## src/tfd_pkg.sv

```systemverilog
package tfd_pkg;

  // Size limits of the image counters.
  localparam int MAX_WIDTH  = 1024;
  localparam int MAX_HEIGHT = 1024;
  localparam int COL_W      = $clog2(MAX_WIDTH);
  localparam int ROW_W      = (MAX_HEIGHT > 1) ? $clog2(MAX_HEIGHT) : 1;

  // Configuration port.
  localparam int CFG_W     = 11;
  localparam int CFG_IDX_W = 2;
  localparam int FMT_W     = 4;

  // Reset values of the configuration registers.
  localparam logic [CFG_W-1:0] WIDTH_RST  = CFG_W'(32);
  localparam logic [CFG_W-1:0] HEIGHT_RST = CFG_W'(32);

  // Depth of the queue between the front and the back part.
  localparam int QUEUE_DEPTH = 2;
  localparam int QPTR_W      = $clog2(QUEUE_DEPTH);
  localparam int QCNT_W      = $clog2(QUEUE_DEPTH + 1);

  typedef enum logic [CFG_IDX_W-1:0] {
    REG_FORMAT = 2'd0,
    REG_WIDTH  = 2'd1,
    REG_HEIGHT = 2'd2
  } cfg_idx_e;

  typedef enum logic [FMT_W-1:0] {
    FMT_RGBA32 = 4'd0,
    FMT_RGB5A1 = 4'd1,
    FMT_I4     = 4'd2,
    FMT_I8     = 4'd3,
    FMT_IA4    = 4'd4,
    FMT_IA8    = 4'd5,
    FMT_IA16   = 4'd6,
    FMT_CI4    = 4'd7,
    FMT_CI8    = 4'd8
  } fmt_e;

  typedef struct packed {
    logic [FMT_W-1:0] fmt;
    logic [CFG_W-1:0] width;
    logic [CFG_W-1:0] height;
    logic             clear;
  } cfg_t;

  typedef struct packed {
    logic [7:0] r;
    logic [7:0] g;
    logic [7:0] b;
    logic [7:0] a;
  } rgba_t;

  // One decoded input byte: one or two pixels ready to be sent.
  typedef struct packed {
    rgba_t px0;
    rgba_t px1;
    logic  two;
  } job_t;

endpackage

```

## src/tfd_if.sv

```systemverilog
interface byte_if;
  logic       valid;
  logic       ready;
  logic [7:0] data_byte;

  modport source (output valid, output data_byte, input ready);
  modport sink (input valid, input data_byte, output ready);
endinterface

interface pixel_if;
  logic       valid;
  logic       ready;
  logic [7:0] red;
  logic [7:0] green;
  logic [7:0] blue;
  logic [7:0] alpha;
  logic       row_end;
  logic       image_end;
  logic       run_last;

  modport source (output valid, output red, output green, output blue, output alpha,
                  output row_end, output image_end, output run_last, input ready);
  modport sink (input valid, input red, input green, input blue, input alpha,
                input row_end, input image_end, input run_last, output ready);
endinterface

```

## src/tfd_front.sv

```systemverilog
module tfd_front
  import tfd_pkg::*;
(
  input  logic       clk_i,
  input  logic       rst_ni,
  input  cfg_t       cfg_i,
  input  logic       in_valid_i,
  input  logic [7:0] in_byte_i,
  output logic       in_ready_o,
  input  logic       q_full_i,
  output logic       push_o,
  output job_t       job_o
);

  logic [1:0]  held_q, held_d;
  logic [23:0] partial_q, partial_d;
  logic        accept;
  logic [2:0]  need;
  logic        gathers;
  logic        complete;
  logic [31:0] word;
  logic [3:0]  hi;
  logic [3:0]  lo;
  logic        emits;

  assign in_ready_o = !q_full_i;
  assign accept     = in_valid_i && in_ready_o;
  assign hi         = in_byte_i[7:4];
  assign lo         = in_byte_i[3:0];
  assign word       = {partial_q, in_byte_i};
  assign complete   = (3'({1'b0, held_q}) + 3'd1) >= need;

  // Classify the byte and expand the pixels it yields.
  always_comb begin
    need    = 3'd1;
    gathers = 1'b0;
    emits   = 1'b0;
    job_o   = '0;
    case (fmt_e'(cfg_i.fmt))
      FMT_RGBA32: begin
        need    = 3'd4;
        gathers = 1'b1;
        emits   = complete;
        job_o.px0 = '{r: word[31:24], g: word[23:16], b: word[15:8], a: word[7:0]};
      end
      FMT_RGB5A1: begin
        need    = 3'd2;
        gathers = 1'b1;
        emits   = complete;
        job_o.px0 = '{r: {word[15:11], 3'b000}, g: {word[10:6], 3'b000},
                      b: {word[5:1], 3'b000}, a: {8{word[0]}}};
      end
      FMT_I4, FMT_CI4: begin
        emits     = 1'b1;
        job_o.two = 1'b1;
        job_o.px0 = '{r: {hi, 4'h0}, g: {hi, 4'h0}, b: {hi, 4'h0}, a: 8'hFF};
        job_o.px1 = '{r: {lo, 4'h0}, g: {lo, 4'h0}, b: {lo, 4'h0}, a: 8'hFF};
      end
      FMT_I8, FMT_CI8: begin
        emits     = 1'b1;
        job_o.px0 = '{r: in_byte_i, g: in_byte_i, b: in_byte_i, a: 8'hFF};
      end
      FMT_IA4: begin
        emits     = 1'b1;
        job_o.two = 1'b1;
        job_o.px0 = '{r: {hi[3:1], 5'b0}, g: {hi[3:1], 5'b0}, b: {hi[3:1], 5'b0},
                      a: {8{hi[0]}}};
        job_o.px1 = '{r: {lo[3:1], 5'b0}, g: {lo[3:1], 5'b0}, b: {lo[3:1], 5'b0},
                      a: {8{lo[0]}}};
      end
      FMT_IA8: begin
        emits     = 1'b1;
        job_o.px0 = '{r: {hi, 4'h0}, g: {hi, 4'h0}, b: {hi, 4'h0}, a: {lo, 4'h0}};
      end
      FMT_IA16: begin
        need    = 3'd2;
        gathers = 1'b1;
        emits   = complete;
        job_o.px0 = '{r: word[15:8], g: word[15:8], b: word[15:8], a: word[7:0]};
      end
      default: begin
        emits = 1'b0;
      end
    endcase
  end

  assign push_o = accept && emits;

  // Word assembly for the multi-byte formats.
  always_comb begin
    held_d    = held_q;
    partial_d = partial_q;
    if (cfg_i.clear) begin
      held_d    = '0;
      partial_d = '0;
    end else if (accept && gathers) begin
      if (complete) begin
        held_d    = '0;
        partial_d = '0;
      end else begin
        held_d    = held_q + 2'd1;
        partial_d = {partial_q[15:0], in_byte_i};
      end
    end
  end

  always_ff @(posedge clk_i or negedge rst_ni) begin
    if (!rst_ni) begin
      held_q    <= '0;
      partial_q <= '0;
    end else begin
      held_q    <= held_d;
      partial_q <= partial_d;
    end
  end

endmodule

```

## src/tfd_queue.sv

```systemverilog
module tfd_queue
  import tfd_pkg::*;
(
  input  logic clk_i,
  input  logic rst_ni,
  input  logic push_i,
  input  job_t push_job_i,
  input  logic pop_i,
  output logic full_o,
  output logic valid_o,
  output job_t head_o
);

  job_t              mem_q [QUEUE_DEPTH];
  logic [QPTR_W-1:0] wr_q, rd_q;
  logic [QCNT_W-1:0] cnt_q;
  logic              do_push;
  logic              do_pop;

  assign full_o  = cnt_q == QCNT_W'(QUEUE_DEPTH);
  assign valid_o = cnt_q != '0;
  assign head_o  = mem_q[rd_q];
  assign do_push = push_i && !full_o;
  assign do_pop  = pop_i && valid_o;

  // Entry storage.
  always_ff @(posedge clk_i) begin
    if (do_push) begin
      mem_q[wr_q] <= push_job_i;
    end
  end

  // Pointers and fill count.
  always_ff @(posedge clk_i or negedge rst_ni) begin
    if (!rst_ni) begin
      wr_q  <= '0;
      rd_q  <= '0;
      cnt_q <= '0;
    end else begin
      if (do_push) begin
        wr_q <= (32'(wr_q) == QUEUE_DEPTH - 1) ? '0 : wr_q + 1'b1;
      end
      if (do_pop) begin
        rd_q <= (32'(rd_q) == QUEUE_DEPTH - 1) ? '0 : rd_q + 1'b1;
      end
      if (do_push && !do_pop) begin
        cnt_q <= cnt_q + 1'b1;
      end else if (do_pop && !do_push) begin
        cnt_q <= cnt_q - 1'b1;
      end
    end
  end

endmodule

```

## src/tfd_back.sv

```systemverilog
module tfd_back
  import tfd_pkg::*;
(
  input  logic clk_i,
  input  logic rst_ni,
  input  cfg_t cfg_i,
  input  logic job_valid_i,
  input  job_t job_i,
  output logic pop_o,
  pixel_if.source pix_o
);

  logic             out_valid_q;
  rgba_t            px_q;
  logic             row_end_q, image_end_q, run_last_q;
  logic             phase_q;
  logic [COL_W-1:0] col_q;
  logic [ROW_W-1:0] row_q;
  logic [COL_W-1:0] w_last;
  logic [ROW_W-1:0] h_last;
  logic             load;
  logic             emit;
  logic             last_of_job;
  logic             rend;
  logic             iend;

  // Last column and row index after clamping the dimensions.
  always_comb begin
    if (cfg_i.width == '0) begin
      w_last = '0;
    end else if (32'(cfg_i.width) > MAX_WIDTH) begin
      w_last = COL_W'(MAX_WIDTH - 1);
    end else begin
      w_last = COL_W'(cfg_i.width - 1'b1);
    end
    if (cfg_i.height == '0) begin
      h_last = '0;
    end else if (32'(cfg_i.height) > MAX_HEIGHT) begin
      h_last = ROW_W'(MAX_HEIGHT - 1);
    end else begin
      h_last = ROW_W'(cfg_i.height - 1'b1);
    end
  end

  assign load        = !out_valid_q || pix_o.ready;
  assign emit        = load && job_valid_i;
  assign last_of_job = !job_i.two || phase_q;
  assign pop_o       = emit && last_of_job;
  assign rend        = col_q >= w_last;
  assign iend        = rend && (row_q >= h_last);

  // Position counters and pixel phase within the current job.
  always_ff @(posedge clk_i or negedge rst_ni) begin
    if (!rst_ni) begin
      col_q   <= '0;
      row_q   <= '0;
      phase_q <= 1'b0;
    end else if (cfg_i.clear) begin
      col_q   <= '0;
      row_q   <= '0;
      phase_q <= 1'b0;
    end else if (emit) begin
      phase_q <= !last_of_job;
      if (rend) begin
        col_q <= '0;
        row_q <= iend ? '0 : row_q + 1'b1;
      end else begin
        col_q <= col_q + 1'b1;
      end
    end
  end

  // Output register.
  always_ff @(posedge clk_i or negedge rst_ni) begin
    if (!rst_ni) begin
      out_valid_q <= 1'b0;
    end else if (load) begin
      out_valid_q <= emit;
    end
  end

  always_ff @(posedge clk_i) begin
    if (emit) begin
      px_q        <= phase_q ? job_i.px1 : job_i.px0;
      row_end_q   <= rend;
      image_end_q <= iend;
      run_last_q  <= last_of_job;
    end
  end

  assign pix_o.valid     = out_valid_q;
  assign pix_o.red       = px_q.r;
  assign pix_o.green     = px_q.g;
  assign pix_o.blue      = px_q.b;
  assign pix_o.alpha     = px_q.a;
  assign pix_o.row_end   = row_end_q;
  assign pix_o.image_end = image_end_q;
  assign pix_o.run_last  = run_last_q;

  // The last pixel of an image always closes a row.
  a_image_end_row : assert property (@(posedge clk_i) disable iff (!rst_ni)
    out_valid_q && image_end_q |-> row_end_q)
    else $error("image end without row end");

  // The second pixel phase only exists while its job is still queued.
  a_phase_job : assert property (@(posedge clk_i) disable iff (!rst_ni)
    phase_q |-> job_valid_i)
    else $error("second pixel phase with empty queue");

  // The first pixel of a two-pixel job never carries the run marker.
  a_run_first : assert property (@(posedge clk_i) disable iff (!rst_ni)
    emit && job_i.two && !phase_q |=> !run_last_q)
    else $error("run marker on first pixel of a pair");

endmodule

```

## src/texel_format_decoder.sv

```systemverilog
// Texel format decoder: expands raw big-endian texture bytes into RGBA pixels.
// Input channel byte_in carries one texture byte per item, in memory order.
// Output channel pixel_out carries one pixel per item, with row and image end
// flags and a run_last flag on the last pixel produced by each byte.
// The configuration port (cfg_we_i, cfg_idx_i, cfg_data_i) selects the format
// and image size; writes to known indices restart word assembly and the image.
// The byte that completes a pixel enters the queue at its accepting edge;
// the output register then loads the pixel from the queue head, and the
// second pixel of a 4-bit byte follows the first from the same entry.
// The output register sends one pixel per cycle while the receiver is ready,
// so 4-bit formats give two pixels per byte, others up to one byte per cycle.
// A two-entry queue between the byte decoder and the pixel sender lets the
// input keep flowing while the output register waits.
// When the receiver stalls, the held pixel stays on pixel_out, the queue fills
// and byte_in.ready drops once both entries are taken.
// Reset sets format rgba32, a 32 by 32 image, and empties every stage.
module texel_format_decoder
  import tfd_pkg::*;
(
  input  logic                 clk_i,
  input  logic                 rst_ni,
  byte_if.sink                 byte_in,
  pixel_if.source              pixel_out,
  input  logic                 cfg_we_i,
  input  logic [CFG_IDX_W-1:0] cfg_idx_i,
  input  logic [CFG_W-1:0]     cfg_data_i
);

  logic [FMT_W-1:0] fmt_q;
  logic [CFG_W-1:0] width_q, height_q;
  logic             clear;
  cfg_t             cfg;
  logic             q_full;
  logic             push;
  job_t             push_job;
  logic             pop;
  logic             q_valid;
  job_t             head_job;

  // Register decode; any known index also restarts the image.
  always_comb begin
    case (cfg_idx_e'(cfg_idx_i))
      REG_FORMAT, REG_WIDTH, REG_HEIGHT: clear = cfg_we_i;
      default:                           clear = 1'b0;
    endcase
  end

  always_ff @(posedge clk_i or negedge rst_ni) begin
    if (!rst_ni) begin
      fmt_q    <= FMT_RGBA32;
      width_q  <= WIDTH_RST;
      height_q <= HEIGHT_RST;
    end else if (cfg_we_i) begin
      case (cfg_idx_e'(cfg_idx_i))
        REG_FORMAT: fmt_q    <= cfg_data_i[FMT_W-1:0];
        REG_WIDTH:  width_q  <= cfg_data_i;
        REG_HEIGHT: height_q <= cfg_data_i;
        default:    fmt_q    <= fmt_q;
      endcase
    end
  end

  assign cfg = '{fmt: fmt_q, width: width_q, height: height_q, clear: clear};

  tfd_front u_front (
    .clk_i      (clk_i),
    .rst_ni     (rst_ni),
    .cfg_i      (cfg),
    .in_valid_i (byte_in.valid),
    .in_byte_i  (byte_in.data_byte),
    .in_ready_o (byte_in.ready),
    .q_full_i   (q_full),
    .push_o     (push),
    .job_o      (push_job)
  );

  tfd_queue u_queue (
    .clk_i      (clk_i),
    .rst_ni     (rst_ni),
    .push_i     (push),
    .push_job_i (push_job),
    .pop_i      (pop),
    .full_o     (q_full),
    .valid_o    (q_valid),
    .head_o     (head_job)
  );

  tfd_back u_back (
    .clk_i       (clk_i),
    .rst_ni      (rst_ni),
    .cfg_i       (cfg),
    .job_valid_i (q_valid),
    .job_i       (head_job),
    .pop_o       (pop),
    .pix_o       (pixel_out)
  );

endmodule

```

## src/flat_wrapper.sv

```systemverilog
// flat-port wrapper written by rule: the top's interface ports become plain ports
module texel_format_decoder_flat import tfd_pkg::*;
  (clk_i, rst_ni, cfg_we_i, cfg_idx_i, cfg_data_i, byte_in_valid, byte_in_data_byte, byte_in_ready, pixel_out_valid, pixel_out_red, pixel_out_green, pixel_out_blue, pixel_out_alpha, pixel_out_row_end, pixel_out_image_end, pixel_out_run_last, pixel_out_ready);
  byte_if byte_in_i ();
  pixel_if pixel_out_i ();
  input  logic clk_i;
  input  logic rst_ni;
  input  logic cfg_we_i;
  input  logic [CFG_IDX_W-1:0] cfg_idx_i;
  input  logic [CFG_W-1:0] cfg_data_i;
  input wire logic [$bits(byte_in_i.valid)-1:0] byte_in_valid;
  input wire logic [$bits(byte_in_i.data_byte)-1:0] byte_in_data_byte;
  output wire logic [$bits(byte_in_i.ready)-1:0] byte_in_ready;
  output wire logic [$bits(pixel_out_i.valid)-1:0] pixel_out_valid;
  output wire logic [$bits(pixel_out_i.red)-1:0] pixel_out_red;
  output wire logic [$bits(pixel_out_i.green)-1:0] pixel_out_green;
  output wire logic [$bits(pixel_out_i.blue)-1:0] pixel_out_blue;
  output wire logic [$bits(pixel_out_i.alpha)-1:0] pixel_out_alpha;
  output wire logic [$bits(pixel_out_i.row_end)-1:0] pixel_out_row_end;
  output wire logic [$bits(pixel_out_i.image_end)-1:0] pixel_out_image_end;
  output wire logic [$bits(pixel_out_i.run_last)-1:0] pixel_out_run_last;
  input wire logic [$bits(pixel_out_i.ready)-1:0] pixel_out_ready;
  assign byte_in_i.valid = byte_in_valid;
  assign byte_in_i.data_byte = byte_in_data_byte;
  assign byte_in_ready = byte_in_i.ready;
  assign pixel_out_valid = pixel_out_i.valid;
  assign pixel_out_red = pixel_out_i.red;
  assign pixel_out_green = pixel_out_i.green;
  assign pixel_out_blue = pixel_out_i.blue;
  assign pixel_out_alpha = pixel_out_i.alpha;
  assign pixel_out_row_end = pixel_out_i.row_end;
  assign pixel_out_image_end = pixel_out_i.image_end;
  assign pixel_out_run_last = pixel_out_i.run_last;
  assign pixel_out_i.ready = pixel_out_ready;
  texel_format_decoder u_core (.clk_i(clk_i), .rst_ni(rst_ni), .byte_in(byte_in_i), .pixel_out(pixel_out_i), .cfg_we_i(cfg_we_i), .cfg_idx_i(cfg_idx_i), .cfg_data_i(cfg_data_i));
endmodule
```

## config.mk

```make
export PLATFORM = sky130hd
export DESIGN_NAME = texel_format_decoder_flat
export DESIGN_NICKNAME = d
export VERILOG_FILES = /design/src/tfd_pkg.sv /design/src/tfd_if.sv /design/src/tfd_front.sv /design/src/tfd_queue.sv /design/src/tfd_back.sv /design/src/texel_format_decoder.sv /design/src/flat_wrapper.sv
export SDC_FILE = /design/constraint.sdc
export NUM_CORES = 1
export LEC_CHECK = 0
export BUFFER_PORTS_ARGS = -buffer_cell sky130_fd_sc_hd__buf_4
export CAP_MARGIN = 20
export CELL_PAD_IN_SITES_DETAIL_PLACEMENT = 0
export CELL_PAD_IN_SITES_GLOBAL_PLACEMENT = 1
export CORE_ASPECT_RATIO = 1.2
export CORE_MARGIN = 4
export CORE_UTILIZATION = 53
export CTS_CLUSTER_SIZE = 14
export DETAILED_ROUTE_END_ITERATION = 8
export PLACE_DENSITY = 0.82
export SYNTH_ARGS = -nofsm -noshare
export SYNTH_HDL_FRONTEND = slang
export SYNTH_SLANG_ARGS = --single-unit
```

## constraint.sdc

```tcl
create_clock -name clk_i -period 10.3 [get_ports clk_i]
set_input_delay 0.515 -clock clk_i [delete_from_list [all_inputs] [get_ports clk_i]]
set_output_delay 0.515 -clock clk_i [all_outputs]
set_load 0.05 [all_outputs]
```

# [Yosys cells after proc, flatten, opt, wreduce, memory -nomap -nowiden]
# Memories as Yosys holds them, arrays and structs flattened.
# Index checks and enable logic that the tools add are counted.
[totals] reg_bits=113 ram_bits=130 inputBits=26 n_memories=1
[op_classes] n_reduce_logical=37 n_eq_ne=11 add_sub_neg=10 magnitude_cmp=5 muxes=32
[mem_list] name="u_core.u_queue.mem_q" depth=2 word_bits=65 read_ports=1 rd_ports_with_merged_regs=0 wr=1 line="tfd_queue.sv:14" text="job_t mem_q [QUEUE_DEPTH];"
[ops] cell="$pmux 32 s7" n=1
[ops] cell="$mux 10" n=11
[ops] cell="$mux 24" n=3
[ops] cell="$pmux 33 s2" n=1
[ops] cell="$mux 32" n=1
[ops] cell="$gt 11x11->1 const B" n=2
[ops] cell="$logic_not 11->1" n=2
[ops] cell="$add 10x1->10 const B" n=2
[ops] cell="$ge 10x10->1" n=2
[ops] cell="$sub 10x1->10 const B" n=2
[ops] cell="$eq 4x3->1 const B" n=4
[ops] cell="$logic_and 1x1->1" n=10
[ops] cell="$mux 2" n=5
[ops] cell="$reduce_bool 2->1" n=5
[ops] cell="$eq 4x2->1 const B" n=2
[ops] cell="$mux 1" n=8
[ops] cell="$reduce_and 2->1" n=4
[ops] cell="$logic_not 1->1" n=6
[ops] cell="$pmux 3 s2" n=1
[ops] cell="$reduce_or 2->1" n=3
[ops] cell="$reduce_or 3->1" n=2
[ops] cell="$reduce_or 6->1" n=1
[ops] cell="$add 2x1->2 const B" n=2
[ops] cell="$eq 2x2->1 const B" n=2
[ops] cell="11 further kinds" n=13

# [Logic depth before layout (Yosys ltp)]
# Gate-level depths: netlist of run 1.
[logic_depth] ltp_word=11 ltp_mapped=16

# [By module]
# Synthesis of run 1 repeated with hierarchy kept, for this count alone.
[hier_totals] cells_unflattened=934 hier_area_um2=12386.9
[modules_own_cells] module="tfd_queue" cells_per_inst=221 area_each_um2=5049.8 seq_area_each_um2=4003.8 n_inst=1
[modules_own_cells] module="tfd_back" cells_per_inst=341 area_each_um2=3589.7 seq_area_each_um2=1601.5 n_inst=1
[modules_own_cells] module="tfd_front" cells_per_inst=314 area_each_um2=2668.8 seq_area_each_um2=650.6 n_inst=1
[modules_own_cells] module="texel_format_decoder" cells_per_inst=58 area_each_um2=1078.5 seq_area_each_um2=653.1 n_inst=1

# [Worst setup path before layout of run 1]
# No wires, ideal clock.
[synth_path] path_type="reg-to-reg" start="register u_core.fmt_q[1]" end="memory u_core.u_queue.mem_q[0][0] (netlist name) (enable)" arrival_ps=3993 slack_ps=5869 period_less_slack_ps=4431 setup_time_ps=438 path_stages_with_launch=10 n_path_buf=2 cell_sequence="dfrtp_1 -> clkbuf_1 -> nor4_1 -> clkbuf_1 -> inv_1 -> ha_1 -> a21o_1 -> a21oi_1 -> a211oi_1 -> nor2b_1"
[synth_between] elab_chain_cells=9 elab_cells_between_ends=19 cone_classes="1 x order compare; 8 x eq/ne; 4 x mux; 6 x reduce/logical"
[synth_rtl] item="from (decl)" line="texel_format_decoder.sv:29" text="logic [FMT_W-1:0] fmt_q;"
[synth_rtl] item="from (signal assigned)" line="texel_format_decoder.sv:55" text="REG_FORMAT: fmt_q <= cfg_data_i[FMT_W-1:0];"
[synth_rtl] item="from (signal assigned)" line="texel_format_decoder.sv:58" text="default: fmt_q <= fmt_q;"
[synth_rtl] item="$eq 4x3->1 or $eq 4x1->1 (tied branches)" line="tfd_front.sv:39" text="case (fmt_e'(cfg_i.fmt))"
[synth_rtl] item="$reduce_or 2->1 (no source line)"
[synth_rtl] item="$pmux 3 s2" line="tfd_front.sv:39"
[synth_rtl] item="$ge 3x3->1" line="tfd_front.sv:31" text="assign complete = (3'({1'b0, held_q}) + 3'd1) >= need;"
[synth_rtl] item="$pmux 1 s2 (*)" line="tfd_front.sv:39"
[synth_rtl] item="$logic_and 1x1->1 (*)" line="tfd_front.sv:87" text="assign push_o = accept && emits;"
[synth_rtl] item="$logic_and 1x1->1 (*)" line="tfd_queue.sv:23" text="assign do_push = push_i && !full_o;"
[synth_rtl] item="net u_core.u_queue.do_push" line="tfd_queue.sv:17" text="logic do_push;"
[synth_rtl] item="$mux 1 (*)" line="tfd_queue.sv:28" text="if (do_push) begin"
[synth_rtl] item="$mux 1 (implied by the code) (*)" line="tfd_queue.sv:29" text="mem_q[wr_q] <= push_job_i;"
[synth_rtl] item="to (decl)" line="tfd_queue.sv:14"
# Mark *: on every way through the listed nets, which the timed path passes. The rest lies on a longest branch.

# [Final worst setup path of run 1]
[layout_path] start="register u_core.width_q[7]" end="register u_core.u_back.row_q[8]"
[layout_between] elab_chain_cells=9 elab_cells_between_ends=13 cone_classes="1 x add/sub; 2 x order compare; 6 x mux; 4 x reduce/logical"
[layout_rtl] item="from (decl)" line="texel_format_decoder.sv:30" text="logic [CFG_W-1:0] width_q, height_q;"
[layout_rtl] item="from (signal assigned)" line="texel_format_decoder.sv:56" text="REG_WIDTH: width_q <= cfg_data_i;"
[layout_rtl] item="$sub 10x1->10 or $gt 11x11->1 (tied branches)" line="tfd_back.sv:34, tfd_back.sv:31"
[layout_rtl] item="$mux 10" line="tfd_back.sv:31" text="end else if (32'(cfg_i.width) > MAX_WIDTH) begin"
[layout_rtl] item="$mux 10 (*)" line="tfd_back.sv:29" text="if (cfg_i.width == '0) begin"
[layout_rtl] item="$ge 10x10->1 (*)" line="tfd_back.sv:49" text="assign rend = col_q >= w_last;"
[layout_rtl] item="$logic_and 1x1->1" line="tfd_back.sv:50" text="assign iend = rend && (row_q >= h_last);"
[layout_rtl] item="$mux 10" line="tfd_back.sv:66" text="row_q <= iend ? '0 : row_q + 1'b1;"
[layout_rtl] item="$mux 10" line="tfd_back.sv:64" text="if (rend) begin"
[layout_rtl] item="$mux 10" line="tfd_back.sv:62" text="end else if (emit) begin"
[layout_rtl] item="$mux 10" line="tfd_back.sv:58" text="end else if (cfg_i.clear) begin"
[layout_rtl] item="to (signal assigned)" line="tfd_back.sv:66"
[layout_rtl] item="to (decl)" line="tfd_back.sv:18" text="logic [ROW_W-1:0] row_q;"
# Every way passes the cells marked *; elsewhere a longest branch is shown, timed or not. The select of a mux whose other input is x is not followed.
# A chain may end at the register's enable or synchronous reset.

==> summary.txt, run 1 <==
GRT
  • GRT Total Usage: 20.70%
  • Global-route wire length before repair: 31.15 mm
  • Vias in the first global route: 6118
  • Congestion Overflow GR: 0
  • Initial antenna violation count: 0
  • Largest net degree at the start of global routing: 54

Power and ir drop
  • Worst vdd ir: 0.0001141 V
  • Final Power: 2761 uW
  • Pwr dens: 267.9 nW/um^2
  • Leakage power total: 0.004164 uW

Synth
  • Synth warn: 0
  • Post-synth EDFFs: 111
  • Yosys top cell by area: edfxtp_1
  • Synth unique cells: 63
  • Sequential element share of the synthesized area: 58.71%
  • Largest cells by area after synthesis: edfxtp_1 (37%), dfrtp_1 (21%), ha_1 (4.0%), mux2_2 (3.1%), mux4_2 (3.0%)
  • Async SR Flop Fraction: 41.27%
  • Syn Nets: 773
  • Register bit count reported by yosys: 189
  • Top_reg_cell synth: edfxtp_1
  • Synth top area share: 37.01%
  • Mean Syn Cell Area: 12.54 sq um
  • Syn Inst Count: 718
  • Mapped Area: 9006 sq um

Clock tree
  • Hold-fix buffers at CTS: 1
  • Clock latency on the worst-skew pair: 440 ps
  • Setup bufs post-CTS: 0
  • Clock slew at reported path FFs: 70 ps
  • Cts bufs inserted: 17
  • # resized after CTS: 0
  • H-tree depth: 4
  • Root buf cell: clkbuf_16
  • Clock Sinks: 189
  • Clk buf depth: 2
  • CTS tree: built

Timing
  • Max_slew headroom: 31.25%
  • Period utilisation layout: 37.61%
  • Setup Viol. Count Final: 0
  • Min cycle time layout: 3873 ps
  • Final Hold Vio Count: 0
  • Final Skew: 16.05 ps
  • TNS Setup: 0 ps
  • Measured slew at the worst slew-check pin: 1031 ps
  • Final Max Tran Viols: 0
  • Max Clock Freq: 0.2582 GHz
  • RSZ-0062 raised after global routing: false

Worst setup path
  • Crit Path Class: flop to flop
  • WP data arrival: 4210 ps
  • Slowest stage delay, CP: 550 ps
  • Crit-path cells: or4_4, or3_1, maj3_1, ha_1, nand2b_1, a211oi_1, o22ai_1, a21oi_2, inv_1, a21o_1, o221ai_1
  • CP Data Required Time: 10640 ps
  • Crit-path slowest cell: or4_4
  • Crit-path max FO: 12
  • Worst setup SP type: flop
  • Critical path endpoint category: flop

Detailed routing
  • DR pass1 iterations: 5
  • Routed WL: 18.97 mm
  • Routed Antenna Nets: 0
  • Via count: 5987
  • Remaining DRCs: 0
  • Iteration-0 DRC Markers: 391
  • Vias per inst: 6.011
  • Detailed-route wire length per cell: 19.05 um

Finish
  • Nets@finish: 826
  • Commonest non-fill, non-tap cells in the layout: edfxtp_1 (111), dfrtp_1 (75), buf_4 (70)
  • Most common cell after layout, fill and taps aside: edfxtp_1
  • Synthesis-to-layout area growth: 14.43%
  • Fraction of layout cells with a size suffix above 1: 20.15%
  • Ant diodes: 0

Die
  • Die Width: 127 um
  • CORE AREA: 16460 sq um
  • # rows: 51
  • Starting Density: 54.70%
  • Die Area: 19150 sq um
  • IO Count: 63
  • Die height: 150.8 um

Job
  • Max cap viols: 0

Min path
  • Hold Crit Class: primary input to flop

Place
  • Input/output buffers: 62
  • Hpwl dp: 13.29 mm
  • Final GP Congestion: 0.8577

Status
  • Run status: complete, no violations
-- metal layers --
metal	vias to the layer above	wire length, um	GRT usage (%)
li1	2843	-	-
met1	2984	7643	24.68
met2	129	10320	37.87
met3	31	610	3.492
met4	0	400	7.242
met5	-	0	0
-- final cells by class --
type / instances / area, sq um
Clock inverter: 14 / 165.2
Sequential cell: 189 / 5289
Fill cell: 1283 / 6157
Clock buffer: 18 / 439.2
Inverter: 26 / 97.59
Tap cell: 212 / 265.3
Timing Repair Buffer: 72 / 555.5
Multi-Input combinational cell: 465 / 3495
-- worst max-delay path, delay by kind of cell, from the launching register on --
family,cells,cell delay [ps]
compound gates,5,1330
simple gates,3,1100
fa+ha+maj,2,650
flops,1,430
buf+inv,1,270
-- cell families (layout without fill, tap and decap cells) --
logic type      after synthesis  count (layout)  synth area share [%]
buf+inv                      64             130                 2.765
compound gates              188             188                 14.98
simple gates                174             174                 9.572
fa+ha+maj                    31              31                 4.251
mux                          51              51                 7.683
flops                       189             189                 58.71
xor+xnor                     21              21                 2.042
-- registers in the layout, summed over array words and instances (netlist names), 2 cells and up --
register	flops
u_core.u_queue.mem_q	76
u_core.u_front.partial_q	24
u_core.height_q	11
u_core.width_q	11
u_core.u_back.col_q	10
u_core.u_back.row_q	10
u_core.u_back.pix_o.alpha	8
u_core.u_back.pix_o.blue	8
u_core.u_back.pix_o.green	8
u_core.u_back.pix_o.red	8
u_core.fmt_q	4
u_core.u_front.held_q	2
u_core.u_queue.cnt_q	2
-- through the flow --
stage          utilization (%)  setup slack [ps]  area (sq um)  std cells  hold slack [ps]
2_1_floorplan                -              5869          9006        718            219.4
3_3_place_gp             58.75              6310          9672        962            448.0
3_5_place_dp             58.75              6132          9672        962            448.3
4_1_cts                  62.48              6088         10290        995            313.3
5_1_grt                  62.60              6135         10310        996            325.2
6_report                 62.60              6427         10310        996            327.2
-- synth_stat cells (13+ instances only) --
cell / instances
dfrtp_1: 76
a22o_1: 29
nand3_1: 23
ha_1: 29
edfxtp_1: 111
mux2i_1: 14
o21ai_0: 41
mux2_2: 25
nor2_1: 49
xor2_1: 13
clkbuf_1: 25
a221o_1: 18
nand2_1: 40
a21o_1: 17
inv_1: 26
a21oi_1: 31
-- worst paths after layout --
check | depth (start not counted) | from | end | slack (ps)
hold / removal | 2 | cfg_data_i[4] | u_core.height_q[4] | 330
setup / recovery | 11 | u_core.width_q[7] | u_core.u_back.row_q[8] | 6430
hold reg to reg | 1 | u_core.u_queue.cnt_q[1] | u_core.u_queue.cnt_q[1] | 500
min in group asynchronous | 2 | rst_ni | u_core.u_back.col_q[8] | 530
setup reg to reg | 11 | u_core.width_q[7] | u_core.u_back.row_q[8] | 6430
max in group asynchronous | 3 | rst_ni | u_core.u_queue.rd_q | 8730
-- report_power, final --
part	internal, uW	leakage (uW)	switching, uW
Combinational	327	0.00181	587
Sequential	1050	0.00206	136
Clock	354	0.000299	311
Power figures use the tool's default switching activity.
==> inputs of run 2 (changes only) <==
--- a/config.mk
+++ b/config.mk
@@ -11,10 +11,10 @@
 export CELL_PAD_IN_SITES_GLOBAL_PLACEMENT = 1
 export CORE_ASPECT_RATIO = 1.2
 export CORE_MARGIN = 4
-export CORE_UTILIZATION = 53
+export CORE_UTILIZATION = 50
 export CTS_CLUSTER_SIZE = 14
 export DETAILED_ROUTE_END_ITERATION = 8
-export PLACE_DENSITY = 0.82
+export PLACE_DENSITY = 0.78
 export SYNTH_ARGS = -nofsm -noshare
 export SYNTH_HDL_FRONTEND = slang
 export SYNTH_SLANG_ARGS = --single-unit
==> constraint.sdc (replaced) <==
create_clock -name clk_i -period 3.8 [get_ports clk_i]
set_input_delay 0.19 -clock clk_i [delete_from_list [all_inputs] [get_ports clk_i]]
set_output_delay 0.19 -clock clk_i [all_outputs]
set_load 0.05 [all_outputs]
==> run 2 against run 1 <==
Against the previous run: first-iteration DRC count is 11% higher; largest cell class unchanged; critical path type unchanged; combinational power grew to 2.9 times the previous value; hold slack worse by 310 ps; power rose to 2.7 times the previous value; worst setup slack worse by 6200 ps; via count about the same; sequential share of layout area down 0.79 points; sequential cell count unchanged.
==> summary.txt, run 2 (synthesis gave the netlist of run 1 again) <==
Timing
  • Measured slew at the worst slew-check pin: 803.7 ps
  • Period utilisation layout: 94.87%
  • Final Max Tran Viols: 0
  • Final Skew: 10.31 ps
  • Min cycle time layout: 3605 ps
  • RSZ-0062 raised after global routing: false
  • Setup Viol. Count Final: 0
  • Max Clock Freq: 0.2774 GHz
  • Max_slew headroom: 45.66%
  • Final Hold Vio Count: 0
  • TNS Setup: 0 ps

Clock tree
  • CTS tree: built
  • Clock latency on the worst-skew pair: 430 ps
  • H-tree depth: 4
  • Clock slew at reported path FFs: 70 ps
  • Clock Sinks: 189
  • Clk buf depth: 2
  • Cts bufs inserted: 17
  • Root buf cell: clkbuf_16

GRT
  • Largest net degree at the start of global routing: 52
  • GRT Total Usage: 20.19%
  • Global-route wire length before repair: 31.90 mm
  • Initial antenna violation count: 0
  • Congestion Overflow GR: 0
  • Vias in the first global route: 6129

Detailed routing
  • DR pass1 iterations: 7
  • Via count: 5991
  • Vias per inst: 5.868
  • Detailed-route wire length per cell: 19.45 um
  • Iteration-0 DRC Markers: 433
  • Routed Antenna Nets: 0
  • Remaining DRCs: 0
  • Routed WL: 19.86 mm

Finish
  • Fill cells: 1370
  • Fraction of layout cells with a size suffix above 1: 21.35%
  • Commonest non-fill, non-tap cells in the layout: edfxtp_1 (111), buf_4 (82), dfrtp_1 (75)
  • Top Registers: u_core.u_queue.mem_q (76), u_core.u_front.partial_q (24)
  • Most common cell after layout, fill and taps aside: edfxtp_1
  • Largest register by flop count: u_core.u_queue.mem_q
  • Max reg flops: 76
  • Nets@finish: 843
  • Synthesis-to-layout area growth: 16.23%
  • Ant diodes: 0
  • Post-route cell area: 10470 sq um

Place
  • Final GP Congestion: 0.8422
  • Input/output buffers: 62
  • Post-Place Cell Area: 9797 sq um
  • Hpwl dp: 14.18 mm

Worst setup path
  • Reg2reg setup slack: 200 ps
  • Crit-path slowest cell: or4_4
  • Worst Setup EP: u_core.u_back.row_q[8]
  • WP buf/inv: 1
  • Crit Path Class: flop to flop
  • WP data arrival: 3940 ps
  • R2R Path End: u_core.u_back.row_q[8]
  • Crit path from: u_core.width_q[7]
  • Top delay family on crit path: compound AO/OA/AOI/OAI gates
  • CP Data Required Time: 4140 ps
  • Critical Path Stages: 11
  • Crit-path max FO: 9
  • Worst setup SP type: flop
  • RR Startpoint: u_core.width_q[7]
  • Reg2reg path depth: 11
  • Slowest stage delay, CP: 540 ps
  • Critical path endpoint category: flop
  • Crit-path cells: or4_4, or3_1, maj3_1, ha_1, nand2b_1, a211oi_1, o22ai_1, a21oi_2, inv_1, a21o_1, o221ai_1

Min path
  • Hold Crit Class: primary input to flop
  • Hold path start: cfg_data_i[4]

Die
  • Die Area: 20230 sq um
  • # rows: 53
  • Die height: 155.0 um
  • Starting Density: 51.06%
  • CORE AREA: 17640 sq um
  • Die Width: 130.5 um
  • IO Count: 63

Status
  • Run status: complete, no violations

Job
  • Max cap viols: 0

Power and ir drop
  • Final Power: 7517 uW
  • Pwr dens: 718.1 nW/um^2
  • Leakage power total: 0.004236 uW
  • Worst vdd ir: 0.0003495 V
## run 2: area by class of cell
class / count / area (sq um) / area share (%)
timing repair buffer: 89 / 705.7 / 6.742
multi-input combinational: 465 / 3505 / 33.48
tap: 220 / 275.3 / 2.630
clock buffer: 18 / 429.2 / 4.100
clock inverter: 14 / 166.4 / 1.590
sequential: 189 / 5289 / 50.53
inverter: 26 / 97.59 / 0.9323
## run 2: worst reg2reg max path: cells and delay by family (launching register included)
family,cells,cell delay (ps)
buffers and inverters,1,100
AOI/OAI and AO/OA,5,1220
adders and majority gates,2,650
DFF,1,420
and+or+nand+nor,3,1100
## run 2: worst min-delay path by stage
stage	depth (start not counted)	endpoint	slack, ps
2_1_floorplan	0	u_core.fmt_q[0]	-110
6_report	2	u_core.width_q[4]	20
5_1_grt	2	u_core.width_q[4]	8
3_3_place_gp	1	u_core.width_q[4]	260
4_1_cts	2	u_core.width_q[4]	5
3_5_place_dp	1	u_core.width_q[4]	270
## run 2: power by group
group	switching, uW	leakage (uW)	total, uW	internal, uW
combinational	1710	0.00189	2640	931
sequential	267	0.00206	3100	2840
clock	828	0.000285	1770	942
## run 2: layer usage
layer,routed length (um),global-route usage (%)
met1,7780,23.94
met5,0,0
met3,677,3.503
met4,290,5.928
met2,11110,37.05
## run 2: per-stage QoR
stage	instances	utilization, %	hold WS, ps	setup slack, ps
floorplan	718	-	-105.6	66.15
global placement	982	55.54	263.1	376.7
detailed placement	982	55.54	266.5	265.2
CTS	1019	59.20	5.105	245.0
global route	1021	59.34	8.383	3.712
finish	1021	59.34	19.88	195.0
## run 2: timing repair
| action | CTS | global route |
|---|---|---|
| setup buffers | 0 | 2 |
| endpoints found under the setup margin | 0 | 3 |
| hold endpoints to repair | 55 | 0 |
| hold buffers | 5 | 0 |
| resized for setup | 0 | 2 |
==> inputs of run 3 (changes only) <==
--- a/config.mk
+++ b/config.mk
@@ -5,12 +5,11 @@
 export SDC_FILE = /design/constraint.sdc
 export NUM_CORES = 1
 export LEC_CHECK = 0
-export BUFFER_PORTS_ARGS = -buffer_cell sky130_fd_sc_hd__buf_4
+export BUFFER_PORTS_ARGS = -buffer_cell sky130_fd_sc_hd__buf_2
 export CAP_MARGIN = 20
 export CELL_PAD_IN_SITES_DETAIL_PLACEMENT = 0
 export CELL_PAD_IN_SITES_GLOBAL_PLACEMENT = 1
 export CORE_ASPECT_RATIO = 1.2
-export CORE_MARGIN = 4
 export CORE_UTILIZATION = 50
 export CTS_CLUSTER_SIZE = 14
 export DETAILED_ROUTE_END_ITERATION = 8
==> constraint.sdc (replaced) <==
create_clock -name clk_i -period 4.05 [get_ports clk_i]
set_input_delay 0.2025 -clock clk_i [delete_from_list [all_inputs] [get_ports clk_i]]
set_output_delay 0.2025 -clock clk_i [all_outputs]
set_load 0.05 [all_outputs]
==> run 3 against run 2 <==
Against the previous run: worst setup slack improved by 150 ps; via count is 0.25% higher; critical path depth unchanged; cell area fell by 2.4%; non-clock buffer count shrank 10; hold slack gained 3.8 ps; combinational power is 12% lower; clock power shrank 7%; critical path type unchanged; die area is 8.3% lower; sequential share of layout area grew 1.3 points; final cell count is 0.98% lower; fmax fell by 2.7%.
==> summary.txt, run 3 (synthesis gave the netlist of run 1 again) <==
Detailed routing
  • Iteration-0 DRC Markers: 316
  • Vias per inst: 5.941
  • Remaining DRCs: 0
  • Detailed-route wire length per cell: 19.00 um
  • DR pass1 iterations: 5
  • Routed WL: 19.21 mm
  • Via count: 6006
  • Routed Antenna Nets: 0

Finish
  • Final Instance Count excl. Fillers: 1011
  • Commonest non-fill, non-tap cells in the layout: edfxtp_1 (111), dfrtp_1 (75), buf_2 (62)
  • Max reg flops: 76
  • Top Registers: u_core.u_queue.mem_q (76), u_core.u_front.partial_q (24)
  • Fill cells: 1425
  • Fraction of layout cells with a size suffix above 1: 20.99%
  • Largest register by flop count: u_core.u_queue.mem_q
  • Synthesis-to-layout area growth: 13.39%
  • Most common cell after layout, fill and taps aside: edfxtp_1
  • Post-route cell area: 10210 sq um
  • Nets@finish: 833
  • Ant diodes: 0

Power and ir drop
  • Leakage power total: 0.004135 uW
  • Worst vdd ir: 0.0002890 V
  • Pwr dens: 672.8 nW/um^2

Timing
  • Max Clock Freq: 0.2699 GHz
  • Measured slew at the worst slew-check pin: 782.1 ps
  • TNS Setup: 0 ps
  • Period utilisation layout: 91.49%
  • RSZ-0062 raised after global routing: false
  • Setup Viol. Count Final: 0
  • Final Skew: 12.18 ps
  • Final Hold Vio Count: 0
  • Max_slew headroom: 47.75%
  • Final Max Tran Viols: 0
  • Min cycle time layout: 3705 ps

GRT
  • Vias in the first global route: 6056
  • Congestion Overflow GR: 0
  • Initial antenna violation count: 0
  • Met2 Use GR: 39.94%
  • Busiest grt layer: met2
  • Global-route wire length before repair: 31.19 mm
  • GRT Total Usage: 21.63%
  • Largest net degree at the start of global routing: 60
  • Routing usage on met1: 25.03%
  • Met3 Use GR: 3.874%

Clock tree
  • Cts bufs inserted: 17
  • Root buf cell: clkbuf_16
  • Clock latency on the worst-skew pair: 440 ps
  • Clock slew at reported path FFs: 70 ps
  • H-tree depth: 4
  • Clk buf depth: 2
  • Clock Sinks: 189
  • CTS tree: built

Place
  • Post-Place Cell Area: 9612 sq um
  • Input/output buffers: 62
  • Hpwl dp: 13.57 mm
  • Post-Place Cells: 978
  • Final GP Congestion: 0.8460

Job
  • Max cap viols: 0

Worst setup path
  • Critical path endpoint category: flop
  • Reg2reg setup slack: 340 ps
  • Crit path from: u_core.width_q[7]
  • WP buf/inv: 1
  • R2R Path End: u_core.u_back.row_q[8]
  • RR Startpoint: u_core.width_q[7]
  • Top delay family on crit path: compound AO/OA/AOI/OAI gates
  • Worst setup SP type: flop
  • Reg2reg path depth: 11
  • Worst Setup EP: u_core.u_back.row_q[8]
  • CP Data Required Time: 4390 ps
  • Critical Path Stages: 11
  • Crit-path cells: or4_4, or3_1, maj3_1, ha_1, nand2b_1, a211oi_1, o22ai_1, a21oi_2, inv_2, a21o_1, o221ai_1
  • Crit Path Class: flop to flop
  • Crit-path slowest cell: or4_4
  • Crit-path max FO: 12
  • WP data arrival: 4050 ps
  • Slowest stage delay, CP: 550 ps

Min path
  • Hold Crit Class: primary input to flop

Status
  • Run status: complete, no violations

Die
  • Die Width: 124.5 um
  • CORE AREA: 17570 sq um
  • Die Area: 18560 sq um
  • Starting Density: 51.25%
  • IO Count: 63
  • # rows: 53
  • Die height: 149.0 um
## run 3: where the power goes
part / total [uW] / internal, uW / switching, uW
sequential: 2920 / 2660 / 256
clock: 1640 / 830 / 809
combinational: 2320 / 744 / 1570
total: 6870 / 4230 / 2640
## run 3: how the worst min path moves through the flow
stage / start / to / slack, ps / depth (start not counted)
after global placement: rst_ni / u_core.width_q[10] / 320 / 1
final: cfg_data_i[7] / u_core.height_q[7] / 20 / 2
after floorplan: rst_ni / u_core.fmt_q[0] / -90 / 0
after global routing: cfg_data_i[9] / u_core.width_q[9] / 8 / 2
after CTS: cfg_data_i[7] / u_core.width_q[7] / 9 / 2
after detailed placement: rst_ni / u_core.width_q[9] / 340 / 1
## run 3: what timing repair did
item | CTS | global route
hold buffers | 1 | 0
endpoints found under the setup margin | 0 | 1
gates resized for setup | 0 | 1
buffers inserted | 0 | 0
hold endpoints to repair | 56 | 0
## run 3: area by class of cell
type                            count  area (sq um)  area share [%]
Tap cell                          220         275.3           2.695
Clock inverter                     15         165.2           1.617
Multi-Input combinational cell    465          3495           34.22
Clock buffer                       17         425.4           4.166
Inverter                           26         97.59          0.9556
Timing Repair Buffer               79         465.4           4.558
Sequential cell                   189          5289           51.79
## run 3: metrics by stage
step / setup WS (ps) / util, % / power (uW) / hold WS (ps)
finish: 344.7 / 58.11 / 6871 / 23.65
global route: 50.85 / 58.11 / 7210 / 7.756
CTS: 270.0 / 58.11 / 6941 / 8.697
detailed placement: 322.2 / 54.70 / 5297 / 337.0
global placement: 395.5 / 54.67 / 5208 / 316.6
floorplan: 316.1 / - / 4685 / -93.09
## run 3: per-layer routing
layer / part of all wire [%] / wire length, um / vias to the layer above
met4: 1.4 / 268 / 0
li1: - / - / 2851
met1: 40 / 7655 / 2997
met2: 55 / 10610 / 138
met3: 3.5 / 671 / 20
met5: 0 / 0 / -
